$ cat src/pip_pkg.sv
// Shared constants and types for the point-in-polygon test block.
`default_nettype none
package pip_pkg;

  localparam int MAX_VERTICES = 64;
  localparam int COORD_BITS   = 16;
  localparam int ADDR_W       = $clog2(MAX_VERTICES);
  localparam int CNT_W        = $clog2(MAX_VERTICES + 1);
  localparam int DIFF_W       = COORD_BITS + 1;
  localparam int PROD_W       = 2 * DIFF_W;

  localparam int QDEPTH       = 4;
  localparam int QADDR_W      = $clog2(QDEPTH);
  localparam int QCNT_W       = $clog2(QDEPTH + 1);

  localparam logic OP_APPEND  = 1'b0;
  localparam logic OP_QUERY   = 1'b1;

  localparam logic STATUS_OK   = 1'b0;
  localparam logic STATUS_FULL = 1'b1;

  typedef struct packed {
    logic                  op;
    logic                  new_polygon;
    logic [COORD_BITS-1:0] coord_x;
    logic [COORD_BITS-1:0] coord_y;
  } item_t;

endpackage
`default_nettype wire

$ cat src/pip_back.sv
// Back end: vertex store, edge walk with crossing test, and result register.
`default_nettype none
module pip_back (
  input  wire logic           clk,
  input  wire logic           rst,
  input  wire logic           item_valid,
  output logic                item_ready,
  input  wire pip_pkg::item_t item,
  output logic                m_axis_tvalid,
  input  wire logic           m_axis_tready,
  output logic [7:0]          m_axis_tdata
);
  import pip_pkg::*;

  localparam logic [1:0] ST_IDLE = 2'd0;
  localparam logic [1:0] ST_WALK = 2'd1;
  localparam logic [1:0] ST_WAIT = 2'd2;

  logic [COORD_BITS-1:0] mem_x [MAX_VERTICES];
  logic [COORD_BITS-1:0] mem_y [MAX_VERTICES];

  logic [1:0]       state, state_next;
  logic [CNT_W-1:0] count, count_next;
  logic [CNT_W-1:0] k, k_next;
  logic             parity, parity_next;
  logic signed [COORD_BITS-1:0] px, py;

  logic             out_valid, out_inside, out_status;
  logic             out_load, out_free;
  logic             load_inside, load_status;

  logic             wr_en;
  logic [ADDR_W-1:0] wr_addr;
  logic [CNT_W-1:0] eff_count;
  logic             rd_en;
  logic [CNT_W-1:0] rd_idx;
  logic [ADDR_W-1:0] rd_addr;
  logic             start_walk;

  logic signed [COORD_BITS-1:0] rdx, rdy;
  logic signed [COORD_BITS-1:0] xj, yj;
  logic             rd_vld, rd_first, rd_last;

  logic signed [DIFF_W-1:0] xi_e, yi_e, xj_e, yj_e, px_e, py_e;
  logic signed [DIFF_W-1:0] dy, dpy, d1, d2, mag_a, mag_b;
  logic             straddle;

  logic             s1_vld, s1_last, s1_str;
  logic signed [PROD_W-1:0] p1, p2;
  logic             left_of;

  assign out_free      = !out_valid || m_axis_tready;
  assign m_axis_tvalid = out_valid;
  assign m_axis_tdata  = {6'b0, out_status, out_inside};

  assign eff_count = item.new_polygon ? '0 : count;
  assign rd_idx    = (k == '0) ? count - 1'b1 : k - 1'b1;
  assign rd_addr   = rd_idx[ADDR_W-1:0];
  assign wr_addr   = eff_count[ADDR_W-1:0];

  always_comb begin
    state_next  = state;
    count_next  = count;
    k_next      = k;
    parity_next = parity;
    item_ready  = 1'b0;
    wr_en       = 1'b0;
    rd_en       = 1'b0;
    out_load    = 1'b0;
    load_inside = 1'b0;
    load_status = STATUS_OK;
    start_walk  = 1'b0;
    case (state)
      ST_IDLE: begin
        if (item_valid && out_free) begin
          item_ready = 1'b1;
          if (item.op == OP_APPEND) begin
            out_load = 1'b1;
            if (eff_count == CNT_W'(MAX_VERTICES)) begin
              load_status = STATUS_FULL;
              count_next  = eff_count;
            end else begin
              wr_en      = 1'b1;
              count_next = eff_count + 1'b1;
            end
          end else if (count == '0) begin
            out_load = 1'b1;
          end else begin
            start_walk  = 1'b1;
            k_next      = '0;
            parity_next = 1'b0;
            state_next  = ST_WALK;
          end
        end
      end
      ST_WALK: begin
        // Reads go out as last vertex, then vertex 0 up to the last again.
        rd_en  = 1'b1;
        k_next = k + 1'b1;
        if (k == count) begin
          state_next = ST_WAIT;
        end
      end
      ST_WAIT: begin
        if (s1_vld) begin
          parity_next = parity ^ (s1_str && left_of);
          if (s1_last) begin
            out_load    = 1'b1;
            load_inside = parity_next;
            state_next  = ST_IDLE;
          end
        end
      end
      default: begin
        state_next = ST_IDLE;
      end
    endcase
    if (state == ST_WALK && s1_vld) begin
      parity_next = parity ^ (s1_str && left_of);
    end
  end

  always_ff @(posedge clk) begin
    if (rst) begin
      state     <= ST_IDLE;
      count     <= '0;
      out_valid <= 1'b0;
      rd_vld    <= 1'b0;
      s1_vld    <= 1'b0;
    end else begin
      state  <= state_next;
      count  <= count_next;
      rd_vld <= rd_en;
      s1_vld <= rd_vld && !rd_first;
      if (out_load) begin
        out_valid <= 1'b1;
      end else if (m_axis_tready) begin
        out_valid <= 1'b0;
      end
    end
  end

  always_ff @(posedge clk) begin
    k      <= k_next;
    parity <= parity_next;
    if (start_walk) begin
      px <= item.coord_x;
      py <= item.coord_y;
    end
    if (out_load) begin
      out_inside <= load_inside;
      out_status <= load_status;
    end
  end

  always_ff @(posedge clk) begin
    if (wr_en) begin
      mem_x[wr_addr] <= item.coord_x;
      mem_y[wr_addr] <= item.coord_y;
    end
    if (rd_en) begin
      rdx <= mem_x[rd_addr];
      rdy <= mem_y[rd_addr];
    end
    rd_first <= (k == '0);
    rd_last  <= (k == count);
  end

  // The vertex read last cycle becomes the trailing end of the next edge.
  assign xi_e = DIFF_W'(rdx);
  assign yi_e = DIFF_W'(rdy);
  assign xj_e = DIFF_W'(xj);
  assign yj_e = DIFF_W'(yj);
  assign px_e = DIFF_W'(px);
  assign py_e = DIFF_W'(py);

  assign straddle = ((rdy <= py) && (py < yj)) || ((yj <= py) && (py < rdy));
  assign dy    = yj_e - yi_e;
  assign dpy   = py_e - yi_e;
  assign d1    = px_e - xi_e;
  assign d2    = xj_e - xi_e;
  assign mag_a = dy[DIFF_W-1]  ? -dy  : dy;
  assign mag_b = dpy[DIFF_W-1] ? -dpy : dpy;

  // The point is left of the crossing when (px-xi)*|dy| < (xj-xi)*|py-yi|.
  always_ff @(posedge clk) begin
    if (rd_vld) begin
      xj      <= rdx;
      yj      <= rdy;
      s1_str  <= straddle;
      s1_last <= rd_last;
      p1      <= d1 * mag_a;
      p2      <= d2 * mag_b;
    end
  end

  assign left_of = p1 < p2;

  a_count_range: assert property (@(posedge clk) disable iff (rst)
    count <= CNT_W'(MAX_VERTICES))
    else $error("vertex count beyond store size");

  a_pop_idle: assert property (@(posedge clk) disable iff (rst)
    item_ready |-> (state == ST_IDLE))
    else $error("item taken while an edge walk is running");

  a_walk_quiet: assert property (@(posedge clk) disable iff (rst)
    (s1_vld || rd_vld) |-> (state == ST_WALK || state == ST_WAIT || out_load))
    else $error("edge pipeline active outside a walk");

  a_result_slot: assert property (@(posedge clk) disable iff (rst)
    out_load |-> out_free)
    else $error("result overwrites a beat still waiting");

  a_append_grows: assert property (@(posedge clk) disable iff (rst)
    wr_en |=> (count == $past(eff_count) + 1'b1))
    else $error("append did not advance the vertex count");

endmodule
`default_nettype wire

$ cat config.mk
export PLATFORM = sky130hd
export DESIGN_NAME = pip_back
export DESIGN_NICKNAME = d
export VERILOG_FILES = /design/src/pip_pkg.sv /design/src/pip_back.sv
export SDC_FILE = /design/constraint.sdc
export NUM_CORES = 2
export LEC_CHECK = 0
export BUFFER_PORTS_ARGS = -buffer_cell sky130_fd_sc_hd__buf_4
export CAP_MARGIN = 25
export CORE_MARGIN = 8
export CORE_UTILIZATION = 31
export CTS_BUF_LIST = sky130_fd_sc_hd__clkbuf_8
export CTS_CLUSTER_DIAMETER = 80
export DETAILED_ROUTE_END_ITERATION = 6
export GPL_TIMING_DRIVEN = 1
export PLACE_DENSITY_LB_ADDON = 0.1
export SYNTH_ARGS = -nofsm -noshare
export SYNTH_HDL_FRONTEND = slang
export SYNTH_SLANG_ARGS = --single-unit
$ cat constraint.sdc
create_clock -name clk -period 24.7 [get_ports clk]
set_input_delay 4.94 -clock clk [delete_from_list [all_inputs] [get_ports clk]]
set_output_delay 4.94 -clock clk [all_outputs]
set_load 0.05 [all_outputs]
Yosys cells after proc, flatten, opt, wreduce, memory -nomap -nowiden

Memories as Yosys holds them, arrays and structs flattened. A register that Yosys moved wholly into a read port is not among the register bits.
Index checks and enable logic that the tools add are counted.

Add/subtract/negate cells: 10
Multipliers: 2
$lt $le $gt $ge: 5
Eq/ne operators: 14
Muxes and demuxes: 44
Bitwise logic cells: 4
Reductions and logical operators: 22

Operators by type and width:

| kind                                                                | number |
|---|---|
| 17-bit by 17-bit multiplier with 34-bit output                      | 2 |
| 16-bit by 16-bit subtractor with 17-bit output                      | 4 |
| 7-bit two-way mux                                                   | 5 |
| 34-bit < comparator                                                 | 1 |
| 17-bit two-way mux                                                  | 2 |
| 17-bit negation                                                     | 2 |
| 16-bit less-or-equal comparator                                     | 2 |
| 16-bit < comparator                                                 | 2 |
| 1-bit two-way mux                                                   | 26 |
| 7-bit by 1-bit adder with 7-bit output (second input constant)      | 2 |
| 7-bit logical NOT                                                   | 2 |
| 7-bit one-hot mux with 2 select lines                               | 1 |
| 2-bit two-way mux                                                   | 6 |
| 2-bit inequality test (second input constant)                       | 6 |
| 3-bit inequality test (second input constant)                       | 4 |
| 6-bit by 1-bit subtractor with 6-bit output (second input constant) | 2 |
| 7-bit == test                                                       | 1 |
| 7-bit == test (second input constant)                               | 1 |
| 1-bit logical AND                                                   | 6 |
| 6-bit two-way mux                                                   | 1 |
| 2-bit one-hot mux with 3 select lines                               | 1 |
| 3-bit AND reduction                                                 | 2 |
| 6-bit AND reduction                                                 | 1 |
| 5-bit AND reduction                                                 | 1 |
| other kinds (12)                                                    | 18 |

Register bits after elaboration: 158
RAM bits: 2048
Input port bits: 38
Logic and storage cells: 122
Memories: 2

Memory list:

| name  | words | bits a word | rd ports | clocked after memory_dff | write ports | RTL line       | source |
|---|---|---|---|---|---|---|---|
| mem_x | 64    | 16          | 1        | 1                        | 1           | pip_back.sv:19 | `logic [COORD_BITS-1:0] mem_x [MAX_VERTICES];` |
| mem_y | 64    | 16          | 1        | 1                        | 1           | pip_back.sv:20 | `logic [COORD_BITS-1:0] mem_y [MAX_VERTICES];` |

Depth between registers and ports, before layout

Depth in word-level cells: 8
Depth in mapped cells: 36
Mapped depth without buffers: 35

Worst setup path before layout

Ideal clock, no wire load.

Kind: input to output
From: input m_axis_tready
To: output item_ready
Data arrival time: 5.807 ns
Required time: 19.760 ns
Path slack: 13.953 ns
Stages on the path: 4
Path through: nand2b_1 > nand2_1 > or3_1 > inv_1

Word-level cells in the longest chain between the ends: 4

Ends and longest elaborated chain:

| what              | RTL line       | source |
|---|---|---|
| from (decl)       | pip_back.sv:10 | `input wire logic m_axis_tready,` |
| 1-bit logical OR  | pip_back.sv:52 | `assign out_free = !out_valid \|\| m_axis_tready;` |
| 1-bit logical AND | pip_back.sv:75 | `if (item_valid && out_free) begin` |
| 1-bit two-way mux | pip_back.sv:75 |  |
| 1-bit two-way mux | pip_back.sv:73 | `case (state)` |
| to (decl)         | pip_back.sv:7  | `output logic item_ready,` |

No other way between the ends.

Worst setup path after layout

Ends and elaborated chain as after synthesis.

==> impl.org <==
** Run status
- The flow ran to the end, and the final reports show no timing, DRC or antenna violations.

** Power and ir drop
- Power density over the cells :: 129 nW/um2
- Cell internal power was estimated by the tool at 9.79 mW.
- Switching part of the total power :: 40.1%
- For this design the total switching power over the nets is 6.55 mW.
- Clk pwr share :: 19.3%
- For this design the static power due to leakage is 45.5 nW.
- Max IR drop VDD :: 0.245 mV
- Flop pwr share :: 28.5%
- Combinational logic burns 52.2% of the power.

** Detailed routing
- DR DRC count :: 0
- Once detail routing completed, the nets flagged for antenna violations numbered 0.
- Dividing the detail-routed wire length by the instance count gives 27.0 um.
- Number of optimization iterations in the first detailed-route pass :: 5
- Dividing the detail-routed via count by the number of cells gives 4.93.
- Number of vias in the routed layout :: 61,100
- Final Routed Wirelength :: 335,000 um
- Violation count after the first detailed-routing iteration :: 4,637

** Die
- Die ar. :: 382,000 um2
- Top-level I/O count :: 48
- Starting utilization of the core area :: 31.1%
- Cell Rows :: 221
- Floorplan die width :: 618 um
- Core area :: 362,000 um2
- In this run the vertical extent of the chip is 618 um.

** STA
- Subtracting the final worst setup slack from the clock period gives 11,400 ps.
- Setup violations remaining at the end of the flow were counted as 0.
- Count of endpoints failing hold in the final timing report :: 0
- Count of pins over their slew limit :: 0
- Clock skew on the completed layout was measured at 181 ps.
- Derived from the worst setup path, the maximum achievable clock frequency is 87.7 MHz.
- Dividing the final minimum period by the clock period gives 46.2%.
- Adding up every negative setup slack in the final design gives 0 ps.
- Max_slew headroom :: 13.7%
- Setup repair after global routing missed its margin :: no
- Pin slew with the least headroom to its limit :: 1290 ps

** Global route
- Wire length of the first global-routing pass :: 480,000 um
- Global routing finished with a remaining overflow of 0.
- GRT Overall Usage :: 17.3%
- The number of antenna violations at the first check in global routing came to 29.
- Entering global routing, the biggest net connects 119 pins.
- Vias in the first global route :: 66,300

** Worst setup path
- Together, buffers and inverters on the worst path number 3.
- STA classifies the critical path endpoint as an output pin.
- Worst Path Max Fanout :: 4
- For the worst setup path, the data arrival time is 6460 ps.
- Delay of the slowest cell on the worst path :: 540 ps
- Startpoint type of the worst setup path :: input port
- Required time reported for the critical path endpoint :: 19,760 ps
- By startpoint and endpoint, the worst setup path is classified as in2out.
- Library cell appearing most often on the critical path :: buf_4
- In this design, the largest share of critical-path delay is due to simple AND/OR/NAND/NOR gates.
- Max stage delay cell, worst path :: or3_1
- The signal on the critical path passes through buf_4, nand2b_1, nand2_1, or3_1, inv_1, buf_4.

** Cells and area
- Of the cells placed in the final design, the portion with a size suffix greater than 1 is 17.6%.
- Design area :: 126,000 um2
- Number of nets in the layout :: 8,219
- Area added between synthesis and finish :: 12.5%
- The library cells used most frequently in the layout, excluding fill and tap cells, are edfxtp_1 (2,224), inv_1 (894), fa_1 (597).
- The filler cells instantiated in the layout total 34,900.
- Most common cell after layout, fill and taps aside :: edfxtp_1

** Synth
- Each instance of the synthesized netlist takes up on average 16.1 um2.
- Yosys synthesis warning count :: 0
- Among all flip-flop cells after synthesis, the most frequent one is edfxtp_1.
- After synthesis, the cell types taking the most area are edfxtp_1 (59%), fa_1 (11%), mux4_2 (11%).
- Synth area leader :: edfxtp_1
- Gate Count Post-Synth :: 6,987
- In this run the biggest area consumer among cell types represents 59.4% of the synthesized area.
- Post-synthesis sequential area ratio :: 59.7%
- Count of flip-flops with a built-in enable after synthesis :: 2,224
- Synthesis instantiated 81 different standard cells from the library.
- The synthesized netlist occupies a cell area of 112,000 um2.
- Counting flops with an async set or reset pin after synthesis yields a share of 0%.
- FF+latch count, synth :: 2,238

** Placement
- Final Wtd Congestion :: 0.789
- Quantity of I/O buffers inserted on ports :: 41
- Instance area after placement :: 119,000 um2
- After legalization and detailed placement, the total HPWL measured 200,000 um.

** Clocking
- Cts bufs inserted :: 397
- H-tree Lvls :: 5
- Max Buffers Root-to-Sink :: 4
- Clock edge transition at the registers on the reported setup and hold paths :: 60 ps
- After clock tree synthesis, the setup repair step added 0 buffers.
- The root buffer cell chosen for the clock tree is clkbuf_8.
- TritonCTS built the clock tree.
- In this run, post-CTS repair resized a total of 0 instances.
- For this design, the sink count on the clock tree is 2,238.
- Buffers inserted to repair hold after CTS numbered 0.
- Skew-Pair Late Insertion Delay :: 1100 ps

** Worst hold path
- The tightest min-delay check is of the reg2reg type.

** Run
- Max-cap violations in this run came to 0.
==> cell families after synthesis <==
family	synth area share (%)
compound gates	4.11
xor+xnor	1.27
fa+ha+maj	13.9
buf+inv	3.85
flops	59.7
mux	12.1
other cells	0.00334
simple gates	5.17
==> layer usage <==
layer	global-route usage, %	vias up	wire (um)
met1	23.7	32800	151000
li1	-	26500	-
met4	3.92	6	6890
met2	29.5	1348	163000
met3	2.30	398	14300
met5	0	-	34
==> cells in the mapped netlist, types with 26 or more instances <==
| cell type | instances |
|---|---|
| and2_1 | 79 |
| a21o_1 | 70 |
| ha_1 | 290 |
| nor3_1 | 42 |
| nand2b_1 | 32 |
| a31oi_1 | 26 |
| clkbuf_1 | 212 |
| mux2i_1 | 163 |
| edfxtp_1 | 2224 |
| inv_1 | 761 |
| a311oi_1 | 27 |
| nor2_1 | 305 |
| nor2b_1 | 146 |
| mux4_2 | 528 |
| xor2_1 | 55 |
| or3_1 | 26 |
| nand2_1 | 470 |
| xnor2_1 | 108 |
| o21ai_0 | 64 |
| fa_1 | 597 |
| a211oi_1 | 153 |
| buf_2 | 55 |
| nand3_1 | 50 |
| o21a_1 | 29 |
| a21oi_1 | 191 |
==> worst register-to-register path, delay by kind of cell (launching register included) <==
kind,cells,cell delay (ps)
buffers and inverters,3,350
and+or+nand+nor,3,520
AOI/OAI and AO/OA,13,4630
DFF,1,420
adders and majority gates,9,3970
==> per-stage QoR <==
stage	cells	util (%)	hold slack [ps]	setup slack (ps)	power [mW]
2_1_floorplan	6992	-	371	13950	11.0
3_3_place_gp	11700	33.0	388	13230	13.5
5_1_grt	12400	35.0	396	13230	17.9
3_5_place_dp	11700	33.0	398	13250	13.5
4_1_cts	12400	34.9	382	13240	16.7
6_report	12400	35.0	387	13300	16.3
==> area by class of cell <==
cell class / instances / area (um2) / share of cell area (%)
diodes: 20 / 50.0 / 0.0396
clock buffers: 403 / 5550 / 4.39
clock inverters: 291 / 1530 / 1.21
inverters: 762 / 2860 / 2.26
multi-input cells: 3678 / 41700 / 33.0
flip-flops and latches: 2238 / 67100 / 53.0
well taps: 4794 / 6000 / 4.74
repair buffers: 217 / 1740 / 1.37
==> power by group through the flow <==
stage          combinational (mW)  sequential, mW  clock, mW
2_1_floorplan                6.23            4.74          0
3_3_place_gp                 8.72            4.75          0
3_5_place_dp                 8.72            4.75          0
4_1_cts                      8.76            4.67       3.28
5_1_grt                      9.81            4.67       3.43
6_report                     8.53            4.67       3.15
==> path summary, 6_finish.rpt <==
kind	from	to	slack, ps	cells after the start
worst min register to register	rd_first	s1_vld	390	1
worst min-delay path	rd_first	s1_vld	390	1
worst max register to register	rdy[0]	p2[32]	14670	28
worst max-delay path	m_axis_tready	item_ready	13300	6
==> state kept, by name, summed over array words and instances (netlist names), 2 cells and up <==
register / count
count: 7
py: 16
k: 7
rdx: 16
xj: 16
p1: 34
state: 2
mem_y: 1024
mem_x: 1024
px: 16
rdy: 16
p2: 34
yj: 16
Power figures use the tool's default switching activity.
